==> config.mk <==
export PLATFORM = sky130hd
export DESIGN_NAME = encoder_axis_move_controller_core
export DESIGN_NICKNAME = d
export VERILOG_FILES = /design/src/hw/rtl/eamc_pkg.sv /design/src/hw/rtl/encoder_axis_move_controller_core.sv
export SDC_FILE = /design/constraint.sdc
export NUM_CORES = 1
export LEC_CHECK = 0
export BUFFER_PORTS_ARGS = -buffer_cell sky130_fd_sc_hd__buf_4
export CORE_MARGIN = 4
export CORE_UTILIZATION = 63
export CTS_CLUSTER_SIZE = 8
export DETAILED_ROUTE_END_ITERATION = 8
export PLACE_DENSITY_LB_ADDON = 0.1
export SYNTH_ARGS = -nofsm -noshare
export SYNTH_HDL_FRONTEND = slang
export SYNTH_SLANG_ARGS = --single-unit
==> constraint.sdc <==
create_clock -name clk -period 19.6 [get_ports clk]
set_input_delay 0.98 -clock clk [delete_from_list [all_inputs] [get_ports clk]]
set_output_delay 0.98 -clock clk [all_outputs]
set_load 0.005 [all_outputs]
==> src/hw/rtl/eamc_pkg.sv <==
package eamc_pkg;

  // Default build widths
  localparam int POS_BITS_DEF   = 32;
  localparam int BRAKE_BITS_DEF = 24;

  // Fixed field widths
  localparam int TARGET_W  = 32;
  localparam int CFG_IDX_W = 3;
  localparam int CFG_DAT_W = 24;
  localparam int IN_DATA_W  = 40;
  localparam int OUT_DATA_W = 48;

  localparam logic [7:0]  BRAKE_DUTY     = 8'd255;
  localparam logic [15:0] HALL_QUIET_MAX = 16'hFFFF;

  // Configuration reset values
  localparam logic        RST_SENSOR_MODE = 1'b0;
  localparam logic [7:0]  RST_FAST_DUTY   = 8'd255;
  localparam logic [7:0]  RST_SLOW_DUTY   = 8'd120;
  localparam logic [23:0] RST_SLOW_ZONE   = 24'd76642;
  localparam logic [15:0] RST_DONE_COUNTS = 16'd1277;
  localparam logic [23:0] RST_BRAKE_TICKS = 24'd250000;
  localparam logic [23:0] RST_STOP_TICKS  = 24'd150000;
  localparam logic [15:0] RST_HALL_DEB    = 16'd2000;

  typedef enum logic [CFG_IDX_W-1:0] {
    CFG_SENSOR_MODE = 3'd0,
    CFG_FAST_DUTY   = 3'd1,
    CFG_SLOW_DUTY   = 3'd2,
    CFG_SLOW_ZONE   = 3'd3,
    CFG_DONE_COUNTS = 3'd4,
    CFG_BRAKE_TICKS = 3'd5,
    CFG_STOP_TICKS  = 3'd6,
    CFG_HALL_DEB    = 3'd7
  } cfg_idx_t;

  typedef enum logic [1:0] {
    CMD_TICK  = 2'd0,
    CMD_START = 2'd1,
    CMD_STOP  = 2'd2,
    CMD_HOME  = 2'd3
  } cmd_t;

  typedef enum logic [1:0] {
    BR_COAST = 2'd0,
    BR_FWD   = 2'd1,
    BR_REV   = 2'd2,
    BR_BRAKE = 2'd3
  } bridge_t;

endpackage

==> src/hw/rtl/encoder_axis_move_controller_core.sv <==
// One motor axis: encoder counter plus point-to-point move controller.
//
// Input stream (in_*): one transaction per item. in_tuser carries the command
// (tick with encoder sample, start move, stop, home); in_tdata carries the
// signed target distance and the encoder line levels.
// Output stream (out_*): exactly one result transaction per input item, in
// order: bridge mode, duty, position, moving flag and move-done flag.
// Configuration (cfg_*): plain register writes; the user must make them only
// while idle, as the block itself does not enforce it.
//
// A transaction passes through the input register, then the result register.
// Throughput is one item per clock while out_tready stays high, set by the
// single update pass over the axis state between the two registers.
//
// Reset (rst_n low, synchronous) clears position, move and brake state, sets
// the hall quiet counter to saturated and loads the register defaults.
// A stalled receiver holds the result register; the input register then
// holds one more item, after which in_tready drops until out_tready returns.
module encoder_axis_move_controller_core
  import eamc_pkg::*;
#(
  parameter int POS_BITS   = POS_BITS_DEF,
  parameter int BRAKE_BITS = BRAKE_BITS_DEF
) (
  input  logic                  clk,
  input  logic                  rst_n,
  input  logic                  in_tvalid,
  output logic                  in_tready,
  // [31:0] target_counts, [32] enc_a, [33] enc_b, [39:34] zero
  input  logic [IN_DATA_W-1:0]  in_tdata,
  // [1:0] command
  input  logic [1:0]            in_tuser,
  output logic                  out_tvalid,
  input  logic                  out_tready,
  // [1:0] bridge_mode, [9:2] duty, [41:10] position, [42] moving,
  // [43] move_done, [47:44] zero
  output logic [OUT_DATA_W-1:0] out_tdata,
  input  logic                  cfg_we,
  input  logic [CFG_IDX_W-1:0]  cfg_index,
  input  logic [CFG_DAT_W-1:0]  cfg_wdata
);

  localparam int P  = POS_BITS;
  localparam int PW = (P > TARGET_W) ? P : TARGET_W;     // position output span
  localparam int TW = PW + 1;                            // target clamp width
  localparam int RW = (P + 1 > 25) ? P + 1 : 25;         // remaining distance
  localparam int BW = (BRAKE_BITS > 24) ? BRAKE_BITS : 24;

  localparam logic signed [TW-1:0] TGT_LIM = TW'((64'sd1 <<< (P - 1)) - 64'sd1);
  localparam logic [BW-1:0] BRAKE_MAX = BW'((64'd1 << BRAKE_BITS) - 64'd1);

  // Configuration registers
  logic        sensor_mode_r;
  logic [7:0]  fast_duty_r, slow_duty_r;
  logic [23:0] slow_zone_r, brake_ticks_r, stop_ticks_r;
  logic [15:0] done_counts_r, hall_deb_r;

  always_ff @(posedge clk) begin
    if (!rst_n) begin
      sensor_mode_r <= RST_SENSOR_MODE;
      fast_duty_r   <= RST_FAST_DUTY;
      slow_duty_r   <= RST_SLOW_DUTY;
      slow_zone_r   <= RST_SLOW_ZONE;
      done_counts_r <= RST_DONE_COUNTS;
      brake_ticks_r <= RST_BRAKE_TICKS;
      stop_ticks_r  <= RST_STOP_TICKS;
      hall_deb_r    <= RST_HALL_DEB;
    end else if (cfg_we) begin
      case (cfg_idx_t'(cfg_index))
        CFG_SENSOR_MODE: sensor_mode_r <= cfg_wdata[0];
        CFG_FAST_DUTY:   fast_duty_r   <= cfg_wdata[7:0];
        CFG_SLOW_DUTY:   slow_duty_r   <= cfg_wdata[7:0];
        CFG_SLOW_ZONE:   slow_zone_r   <= cfg_wdata;
        CFG_DONE_COUNTS: done_counts_r <= cfg_wdata[15:0];
        CFG_BRAKE_TICKS: brake_ticks_r <= cfg_wdata;
        CFG_STOP_TICKS:  stop_ticks_r  <= cfg_wdata;
        CFG_HALL_DEB:    hall_deb_r    <= cfg_wdata[15:0];
        default: ;
      endcase
    end
  end

  // Input register and pipeline handshake
  logic                       s1_valid_r;
  cmd_t                       s1_cmd_r;
  logic signed [TARGET_W-1:0] s1_target_r;
  logic                       s1_a_r, s1_b_r;
  logic                       out_valid_r;
  logic [OUT_DATA_W-1:0]      out_data_r, out_data_nxt;
  logic                       advance;

  // Move the input register forward whenever the result slot is free or drains.
  assign advance   = !out_valid_r || out_tready;
  assign in_tready = !s1_valid_r || advance;

  always_ff @(posedge clk) begin
    if (!rst_n) begin
      s1_valid_r <= 1'b0;
    end else if (in_tready) begin
      s1_valid_r <= in_tvalid;
    end
  end

  always_ff @(posedge clk) begin
    if (in_tready && in_tvalid) begin
      s1_cmd_r    <= cmd_t'(in_tuser);
      s1_target_r <= in_tdata[TARGET_W-1:0];
      s1_a_r      <= in_tdata[TARGET_W];
      s1_b_r      <= in_tdata[TARGET_W+1];
    end
  end

  // Axis state
  logic [P-1:0]          pos_r, pos_nxt, start_r, start_nxt;
  logic signed [P-1:0]   target_r, target_nxt;
  logic                  active_r, active_nxt, reverse_r, reverse_nxt;
  logic                  slow_r, slow_nxt;
  logic [BRAKE_BITS-1:0] brake_r, brake_nxt;
  logic                  prev_a_r, prev_a_nxt, prev_hall_r, prev_hall_nxt;
  logic [15:0]           quiet_r, quiet_nxt;
  logic                  done_nxt;

  // Encoder sample for a tick item
  logic [P-1:0] pos_tick;
  logic [15:0]  quiet_tick;

  always_comb begin
    pos_tick   = pos_r;
    quiet_tick = (quiet_r != HALL_QUIET_MAX) ? quiet_r + 16'd1 : quiet_r;
    if (!sensor_mode_r) begin
      if (s1_a_r != prev_a_r) begin
        pos_tick = (s1_b_r != s1_a_r) ? pos_r + P'(1) : pos_r - P'(1);
      end
    end else if (s1_a_r && !prev_hall_r && quiet_tick >= hall_deb_r) begin
      pos_tick   = pos_r + P'(1);
      quiet_tick = 16'd0;
    end
  end

  // Distance check on the freshly sampled count
  logic signed [P-1:0]  moved;
  logic signed [RW-1:0] diff;
  logic [RW-1:0]        remain;
  logic                 reached;

  assign moved   = pos_tick - start_r;
  assign diff    = RW'(target_r) - RW'(moved);
  assign remain  = diff[RW-1] ? RW'(-diff) : RW'(diff);
  assign reached = (sensor_mode_r || !target_r[P-1]) ? (moved >= target_r)
                                                     : (moved <= target_r);

  // Start target: clamp the magnitude into the position range
  logic signed [TW-1:0] tgt_w, tgt_c;
  logic signed [P-1:0]  tgt_p;

  assign tgt_w = TW'(s1_target_r);
  assign tgt_c = (tgt_w > TGT_LIM) ? TGT_LIM : ((tgt_w < -TGT_LIM) ? -TGT_LIM : tgt_w);
  assign tgt_p = tgt_c[P-1:0];

  // Brake lengths saturated to the counter width
  logic [BW-1:0] brake_len_w, stop_len_w;

  assign brake_len_w = (BW'(brake_ticks_r) > BRAKE_MAX) ? BRAKE_MAX : BW'(brake_ticks_r);
  assign stop_len_w  = (BW'(stop_ticks_r) > BRAKE_MAX) ? BRAKE_MAX : BW'(stop_ticks_r);

  always_comb begin
    pos_nxt       = pos_r;
    start_nxt     = start_r;
    target_nxt    = target_r;
    active_nxt    = active_r;
    reverse_nxt   = reverse_r;
    slow_nxt      = slow_r;
    brake_nxt     = brake_r;
    prev_a_nxt    = prev_a_r;
    prev_hall_nxt = prev_hall_r;
    quiet_nxt     = quiet_r;
    done_nxt      = 1'b0;
    case (s1_cmd_r)
      CMD_TICK: begin
        pos_nxt       = pos_tick;
        quiet_nxt     = quiet_tick;
        prev_a_nxt    = s1_a_r;
        prev_hall_nxt = s1_a_r;
        if (brake_r != '0) begin
          brake_nxt = brake_r - BRAKE_BITS'(1);
        end
        if (active_r) begin
          if (remain < RW'(slow_zone_r)) begin
            slow_nxt = 1'b1;
          end
          // Target reached or inside the done band: brake, then coast.
          if (reached || remain <= RW'(done_counts_r)) begin
            active_nxt = 1'b0;
            slow_nxt   = 1'b0;
            brake_nxt  = brake_len_w[BRAKE_BITS-1:0];
            done_nxt   = 1'b1;
          end
        end
      end
      CMD_START: begin
        // Ignore a zero distance; otherwise restart from the current count.
        if (s1_target_r != '0) begin
          reverse_nxt = tgt_p[P-1];
          target_nxt  = (sensor_mode_r && tgt_p[P-1]) ? -tgt_p : tgt_p;
          start_nxt   = pos_r;
          active_nxt  = 1'b1;
          slow_nxt    = 1'b0;
          brake_nxt   = '0;
        end
      end
      CMD_STOP: begin
        active_nxt = 1'b0;
        slow_nxt   = 1'b0;
        brake_nxt  = stop_len_w[BRAKE_BITS-1:0];
      end
      CMD_HOME: begin
        pos_nxt = '0;
      end
      default: ;
    endcase
  end

  // Result fields from the updated state
  bridge_t       bridge_nxt;
  logic [7:0]    duty_nxt;
  logic [PW-1:0] pos_w;

  assign pos_w = PW'(pos_nxt);

  always_comb begin
    if (brake_nxt != '0) begin
      bridge_nxt = BR_BRAKE;
      duty_nxt   = BRAKE_DUTY;
    end else if (active_nxt) begin
      bridge_nxt = reverse_nxt ? BR_REV : BR_FWD;
      duty_nxt   = slow_nxt ? slow_duty_r : fast_duty_r;
    end else begin
      bridge_nxt = BR_COAST;
      duty_nxt   = 8'd0;
    end
    out_data_nxt = {4'b0000, done_nxt, active_nxt, pos_w[TARGET_W-1:0], duty_nxt,
                    bridge_nxt};
  end

  // Commit the state only when an item actually passes to the result register.
  always_ff @(posedge clk) begin
    if (!rst_n) begin
      pos_r       <= '0;
      start_r     <= '0;
      target_r    <= '0;
      active_r    <= 1'b0;
      reverse_r   <= 1'b0;
      slow_r      <= 1'b0;
      brake_r     <= '0;
      prev_a_r    <= 1'b0;
      prev_hall_r <= 1'b0;
      quiet_r     <= HALL_QUIET_MAX;
    end else if (s1_valid_r && advance) begin
      pos_r       <= pos_nxt;
      start_r     <= start_nxt;
      target_r    <= target_nxt;
      active_r    <= active_nxt;
      reverse_r   <= reverse_nxt;
      slow_r      <= slow_nxt;
      brake_r     <= brake_nxt;
      prev_a_r    <= prev_a_nxt;
      prev_hall_r <= prev_hall_nxt;
      quiet_r     <= quiet_nxt;
    end
  end

  always_ff @(posedge clk) begin
    if (!rst_n) begin
      out_valid_r <= 1'b0;
    end else if (advance) begin
      out_valid_r <= s1_valid_r;
    end
  end

  always_ff @(posedge clk) begin
    if (s1_valid_r && advance) begin
      out_data_r <= out_data_nxt;
    end
  end

  assign out_tvalid = out_valid_r;
  assign out_tdata  = out_data_r;

  // Braking and moving exclude each other.
  assert property (@(posedge clk) disable iff (!rst_n)
    (brake_r != '0) |-> !active_r)
    else $error("brake counter running during an active move");

  assert property (@(posedge clk) disable iff (!rst_n)
    slow_r |-> active_r)
    else $error("slow duty latched with no move active");

  assert property (@(posedge clk) disable iff (!rst_n)
    (out_valid_r && out_data_r[TARGET_W+11]) |-> !out_data_r[TARGET_W+10])
    else $error("move_done shown while still moving");

  assert property (@(posedge clk) disable iff (!rst_n)
    !out_valid_r |-> in_tready)
    else $error("input stalled with an empty result register");

endmodule

-- After elaboration in Yosys (flattened, before gate mapping)
Index checks and enable logic that the tools add are counted.
- add/sub/neg operators: 8
- multipliers: 0
- divide/modulo/power cells: 0
- $lt $le $gt $ge: 9
- eq/ne operators: 13
- shifts and indexed selects: 0
- mux-type cells: 36
- bitwise logic cells: 0
- reductions and logical operators: 29
- operator list (cell ; count):
    two-way mux 32 bit ; 7
    two-way mux 24 bit ; 6
    one-hot mux 24 bit (3 select lines) ; 1
    one-hot mux 32 bit (2 select lines) ; 1
    greater-than comparator 24 bit (second input constant) ; 2
    two-way mux 16 bit ; 3
    nonzero test 24 bit ; 2
    <= comparator 33 x 16 -> 1 bit ; 1
    < comparator 33 x 24 -> 1 bit ; 1
    two-way mux 33 bit ; 1
    negator 33 bit ; 1
    subtractor 32 x 32 -> 33 bit ; 1
    adder 32 x 1 -> 32 bit (second input constant) ; 1
    greater-or-equal comparator 32 bit ; 1
    greater-than comparator 32 bit (second input constant) ; 1
    <= comparator 32 bit ; 1
    < comparator 32 bit (second input constant) ; 1
    negator 32 bit ; 1
    nonzero test 32 bit ; 1
    subtractor 32 x 1 -> 32 bit (second input constant) ; 1
    subtractor 32 bit ; 1
    subtractor 24 x 1 -> 24 bit (second input constant) ; 1
    AND reduction 2 bit ; 10
    adder 16 x 1 -> 16 bit (second input constant) ; 1
    other kinds (18) ; 47
- register bits after elaboration: 343
- bits in latches: 0
- bits in writable memories: 0
- ROM bits: 0
- output and inout port bits: 50
- logic and storage cells: 121
- memories: 0

-- Depth between registers and ports, before layout
- depth after elaboration: 17
- mapped depth: 73
- depth with buffers taken out: 68

-- Worst setup path after synthesis
No wires, ideal clock.
- path kind: reg2reg
- start point: register quiet_r[4]
- end point: register out_data_r[8] (netlist: out_tdata[8]), data pin
- library setup time: 287 ps
- data arrival time: 13759 ps
- data required time: 19313 ps
- path slack: 5554 ps
- cell stages (with the launch flop): 72
- path buffers: 4
- period minus slack after synthesis: 14046 ps
- cell sequence: dfxtp_1 nand3_1 or3_1 nor2_1 and3_1 nand3_1 or2_2 clkbuf_1 xnor2_1 ha_1 nand2b_1 a21o_1 a21o_1 a21o_1 a21o_1 a21o_1 a21o_1 a21o_1 (+36 left out) nor2b_1 o21a_1 o211ai_1 a21oi_1 a211oi_1 o21ai_0 a21o_1 a21oi_1 o21ai_1 a2111oi_2 nand3_1 o21ai_4 buf_6 nor3_1 and3b_1 nand4_1 nor4_4 o2111ai_1
- cells in the longest elaborated chain, start to end: 17
- elaborated cells between the ends (all ways): 30
- classes of those cells: add/sub: 4; order compare: 5; eq/ne: 1; mux: 17; reduce/logical: 3
- ends and longest elaborated chain (what ; line ; RTL):
    start, declared ; encoder_axis_move_controller_core.sv:120 ; logic [15:0] quiet_r, quiet_nxt;
    start signal, assigned ; encoder_axis_move_controller_core.sv:268 ; quiet_r <= quiet_nxt;
    adder 16 x 1 -> 16 bit or != test 16 bit (tied branches) ; encoder_axis_move_controller_core.sv:129 ; quiet_tick = (quiet_r != HALL_QUIET_MAX) ? quiet_r + 16'd1 : quiet_r;
    two-way mux 16 bit * ; encoder_axis_move_controller_core.sv:129 ;
    greater-or-equal comparator 16 bit * ; encoder_axis_move_controller_core.sv:134 ; end else if (s1_a_r && !prev_hall_r && quiet_tick >= hall_deb_r) begin
    logical AND 1 bit * ; encoder_axis_move_controller_core.sv:134 ;
    two-way mux 32 bit * ; encoder_axis_move_controller_core.sv:134 ;
    two-way mux 32 bit * ; encoder_axis_move_controller_core.sv:130 ; if (!sensor_mode_r) begin
    subtractor 32 bit * ; encoder_axis_move_controller_core.sv:146 ; assign moved = pos_tick - start_r;
    subtractor 32 x 32 -> 33 bit ; encoder_axis_move_controller_core.sv:147 ; assign diff = RW'(target_r) - RW'(moved);
    negator 33 bit ; encoder_axis_move_controller_core.sv:148 ; assign remain = diff[RW-1] ? RW'(-diff) : RW'(diff);
    two-way mux 33 bit ; encoder_axis_move_controller_core.sv:148 ;
    < comparator 33 x 24 -> 1 bit or <= comparator 33 x 16 -> 1 bit (tied branches) ; encoder_axis_move_controller_core.sv:188, encoder_axis_move_controller_core.sv:192 ;
    two-way mux 1 bit or logical OR 1 bit (tied branches) ; encoder_axis_move_controller_core.sv:188, encoder_axis_move_controller_core.sv:192 ;
    two-way mux 1 bit ; encoder_axis_move_controller_core.sv:192 ; if (reached || remain <= RW'(done_counts_r)) begin
    two-way mux 1 bit ; encoder_axis_move_controller_core.sv:187 ; if (active_r) begin
    one-hot mux 1 bit (3 select lines) ; encoder_axis_move_controller_core.sv:178 ; case (s1_cmd_r)
    two-way mux 8 bit ; encoder_axis_move_controller_core.sv:236 ; duty_nxt = slow_nxt ? slow_duty_r : fast_duty_r;
    two-way mux 8 bit ; encoder_axis_move_controller_core.sv:234 ; end else if (active_nxt) begin
    end signal, assigned ; encoder_axis_move_controller_core.sv:282 ; out_data_r <= out_data_nxt;
    end, declared ; encoder_axis_move_controller_core.sv:89 ; logic [OUT_DATA_W-1:0] out_data_r, out_data_nxt;
Mark *: on every way between the ends. The rest lies on a longest branch, timed or not.
A chain may end at the register's enable or synchronous reset.

-- Final worst setup path
- start point: register quiet_r[4]
- end point: register out_data_r[4] (netlist: out_tdata[4]), data pin
Same word-level chain as after synthesis.

==> results.tsv <==
stage	metric	value	unit
placed_design	globalplace.congestion	0.941	
setup_path	crit_required	19.88	ns
yosys	syn-instance-count	2968	
power_and_ir_drop	power_density	98.4	nW/um^2
drt	drt_iter0_markers	2329	
timing	min_period_over_period	0.877	
timing	max-slew-margin-rel	0.214	
clock_tree	cts_root_buf	clkbuf_16	
finish	antenna_cells	0	
floorplan	core_area	35800	sq um
global_routing	track_usage	0.332	
drt	vias_per_cell	6.38	
finish	drive_gt1_frac	0.0862	
global_routing	grt_max_degree	92	
drt	routed_wirelength	67.9	mm
yosys	synth_seq_area_share	0.333	
clock_tree	clkTransAtPathRegs	0.05	ns
global_routing	grt_pass1_vias	20474	
floorplan	start_util	0.642	
placed_design	place_area	23900	sq um
setup_path	worstSetupEndpointType	register	
timing	hold_viol	0	
yosys	ys_warn_count	0	
yosys	ys.flop_type	dfxtp_1	
floorplan	die_y	199	um
drt	via_count	22039	
floorplan	placementRows	69	
setup_path	critical_path.max_stage_delay	0.79	ns
placed_design	port_buffers	113	
setup_path	critical_path_class	reg2reg	
job	maxCapViolations	0	
finish	nets	3177	
timing	slew_violations	0	
status	status	finished, final reports clean	
clock_tree	numCtsBuffers	49	
setup_path	critPathMaxFanout	20	
global_routing	overflow	0	
timing	holdWs	0.454	ns
floorplan	io-pin-count	124	
yosys	yosysMostFrequentCell	nand2_1	
worst_hold_path	worstHoldPathType	reg2reg	
clock_tree	clock_sinks	343	
setup_path	slowest_stage	nand3_1	
global_routing	grt_pass1_wl	107	mm
yosys	syn_area	23000	sq um
floorplan	dieArea	39600	sq um
clock_tree	post_cts_buffers	0	
setup_path	cpMostUsedCell	a21o_1	
timing	finalCriticalPeriod	17.19	ns
floorplan	die_w	199	um
clock_tree	cts_tree	yes	
yosys	synth_cell_type_count	98	
clock_tree	htree_levels	2	
finish	syn_to_final_growth	9.88	%
timing	setup_violations	0	
timing	skew	0.0163	ns
yosys	syn_area_per_cell	7.75	sq um
timing	worst_pin_slew	1.18	ns
drt	drcViolationCount	0	
yosys	synthTopCellsByArea	dfxtp_1, edfxtp_1, nand2_1	
clock_tree	cts_hold_buf	0	
yosys	ys_top_cells_by_count	nand2_1, a21oi_1, dfxtp_1, nor2_1, clkbuf_1	
timing	timing.fmax	58.2	MHz
drt	post_drt_wl_per_cell	19.7	um
drt	detail-route-antenna-nets	0	
clock_tree	cts-resized-gates	0	
setup_path	arrival	17.48	ns
finish	stdcell_area	25300	sq um
timing	tns	0	ns
setup_path	cp-start-kind	register	
finish	finish.utilization	0.705	
drt	first_pass_iters	7	
global_routing	antenna_found_initial	0	
yosys	async_flop_share	0	
power_and_ir_drop	peakVddDrop	0.0891	mV
clock_tree	cts.path.max_buffers	3	
timing	rsz0062_at_grt	false	
yosys	synth_top_area_frac	0.229	
yosys	ys_ff_latch	343	
power_and_ir_drop	leakage	9.84	nW
clock_tree	insertion_delay	0.59	ns
yosys	synth-edff-count	80	
placed_design	dp_hpwl	48.9	mm
yosys	synth_top_cell_by_area	dfxtp_1	
## cell type report
class	count	area, sq um
Clock buffer	69	1320
Clock inverter	3	47.5
Fill cell	2972	10600
Inverter	157	593
Multi-Input combinational cell	2279	14000
Sequential cell	343	7670
Tap cell	461	577
Timing Repair Buffer	141	1060
## routing by layer
metal	routed length, um	part of all wire	vias to the layer above	track usage
li1	-	-	10528	-
met1	28000	0.41	10297	0.448
met2	31500	0.46	1049	0.542
met3	5970	0.088	165	0.0475
met4	2440	0.036	0	0.131
met5	0	0	-	0
## worst max-delay path: cells and delay by family (launching register included)
kind	cells	cell delay, ns
AOI/OAI and AO/OA	37	8.43
and+or+nand+nor	21	5.02
xor gates and xnor gates	3	0.99
DFF	1	0.41
buffers and inverters	3	0.70
adders and majority gates	5	1.26
## report_power, final
part / internal [mW] / switching (mW)
Combinational: 0.361 / 0.582
Sequential: 0.749 / 0.0201
Clock: 0.462 / 0.311
Total: 1.57 / 0.913
## flip-flops by register name, indices dropped and copies added (netlist names)
signal / count
brake_ticks_r: 24
active_r: 1
s1_target_r: 32
slow_r: 1
slow_zone_r: 24
done_counts_r: 16
start_r: 32
quiet_r: 16
reverse_r: 1
fast_duty_r: 8
s1_a_r: 1
out_tdata: 44
pos_r: 32
s1_valid_r: 1
s1_b_r: 1
s1_cmd_r: 2
sensor_mode_r: 1
out_tvalid: 1
stop_ticks_r: 24
target_r: 32
brake_r: 24
prev_hall_r: 1
hall_deb_r: 16
slow_duty_r: 8
## path summary, 6_finish.rpt
kind	from	endpoint	slack, ns	cells past startpoint
setup / recovery	quiet_r[4]$_SDFFE_PN1P_	out_tdata[4]$_SDFFCE_PP1P_	2.41	69
hold / removal	hall_deb_r[12]$_SDFFE_PN0P_	hall_deb_r[12]$_SDFFE_PN0P_	0.45	2
setup reg to reg	quiet_r[4]$_SDFFE_PN1P_	out_tdata[4]$_SDFFCE_PP1P_	2.41	69
hold reg to reg	hall_deb_r[12]$_SDFFE_PN0P_	hall_deb_r[12]$_SDFFE_PN0P_	0.45	2
## stage by stage
| step | setup WS [ns] | power, mW | cells |
|---|---|---|---|
| final | 2.41 | 2.49 | 3453 |
| after global routing | 1.12 | 2.62 | 3453 |
| after CTS | 2.59 | 2.48 | 3453 |
| after detailed placement | 2.68 | 1.71 | 3381 |
| after global placement | 3.01 | 1.67 | 3381 |
| after floorplan | 5.55 | 1.48 | 2971 |
## cells in the final DEF, fill, tap and decap left out, types with 39 or more instances in the layout
master | Yosys | layout
a211oi_1 | 48 | 48
ha_1 | 130 | 130
xor2_1 | 58 | 57
a21o_1 | 43 | 43
nor2b_1 | 40 | 39
edfxtp_1 | 80 | 80
a21oi_1 | 266 | 266
dfxtp_1 | 263 | 263
xnor2_1 | 89 | 88
nor2_1 | 208 | 206
buf_4 | 7 | 141
o21ai_0 | 147 | 147
nand3_1 | 117 | 117
nand2_1 | 501 | 501
nor3_1 | 79 | 78
inv_1 | 156 | 154
clkbuf_16 | 0 | 49
## cell families (layout without fill, tap and decap cells)
kind of cell	count (synthesis)	in the layout	synth area share
mux	41	41	0.0181
xor+xnor	148	148	0.0567
flops	343	343	0.333
simple gates	1161	1161	0.236
compound gates	792	792	0.223
fa+ha+maj	133	133	0.0729
buf+inv	349	370	0.0596
other cells	1	4	0.000163
(Power assumes the default switching activity.)
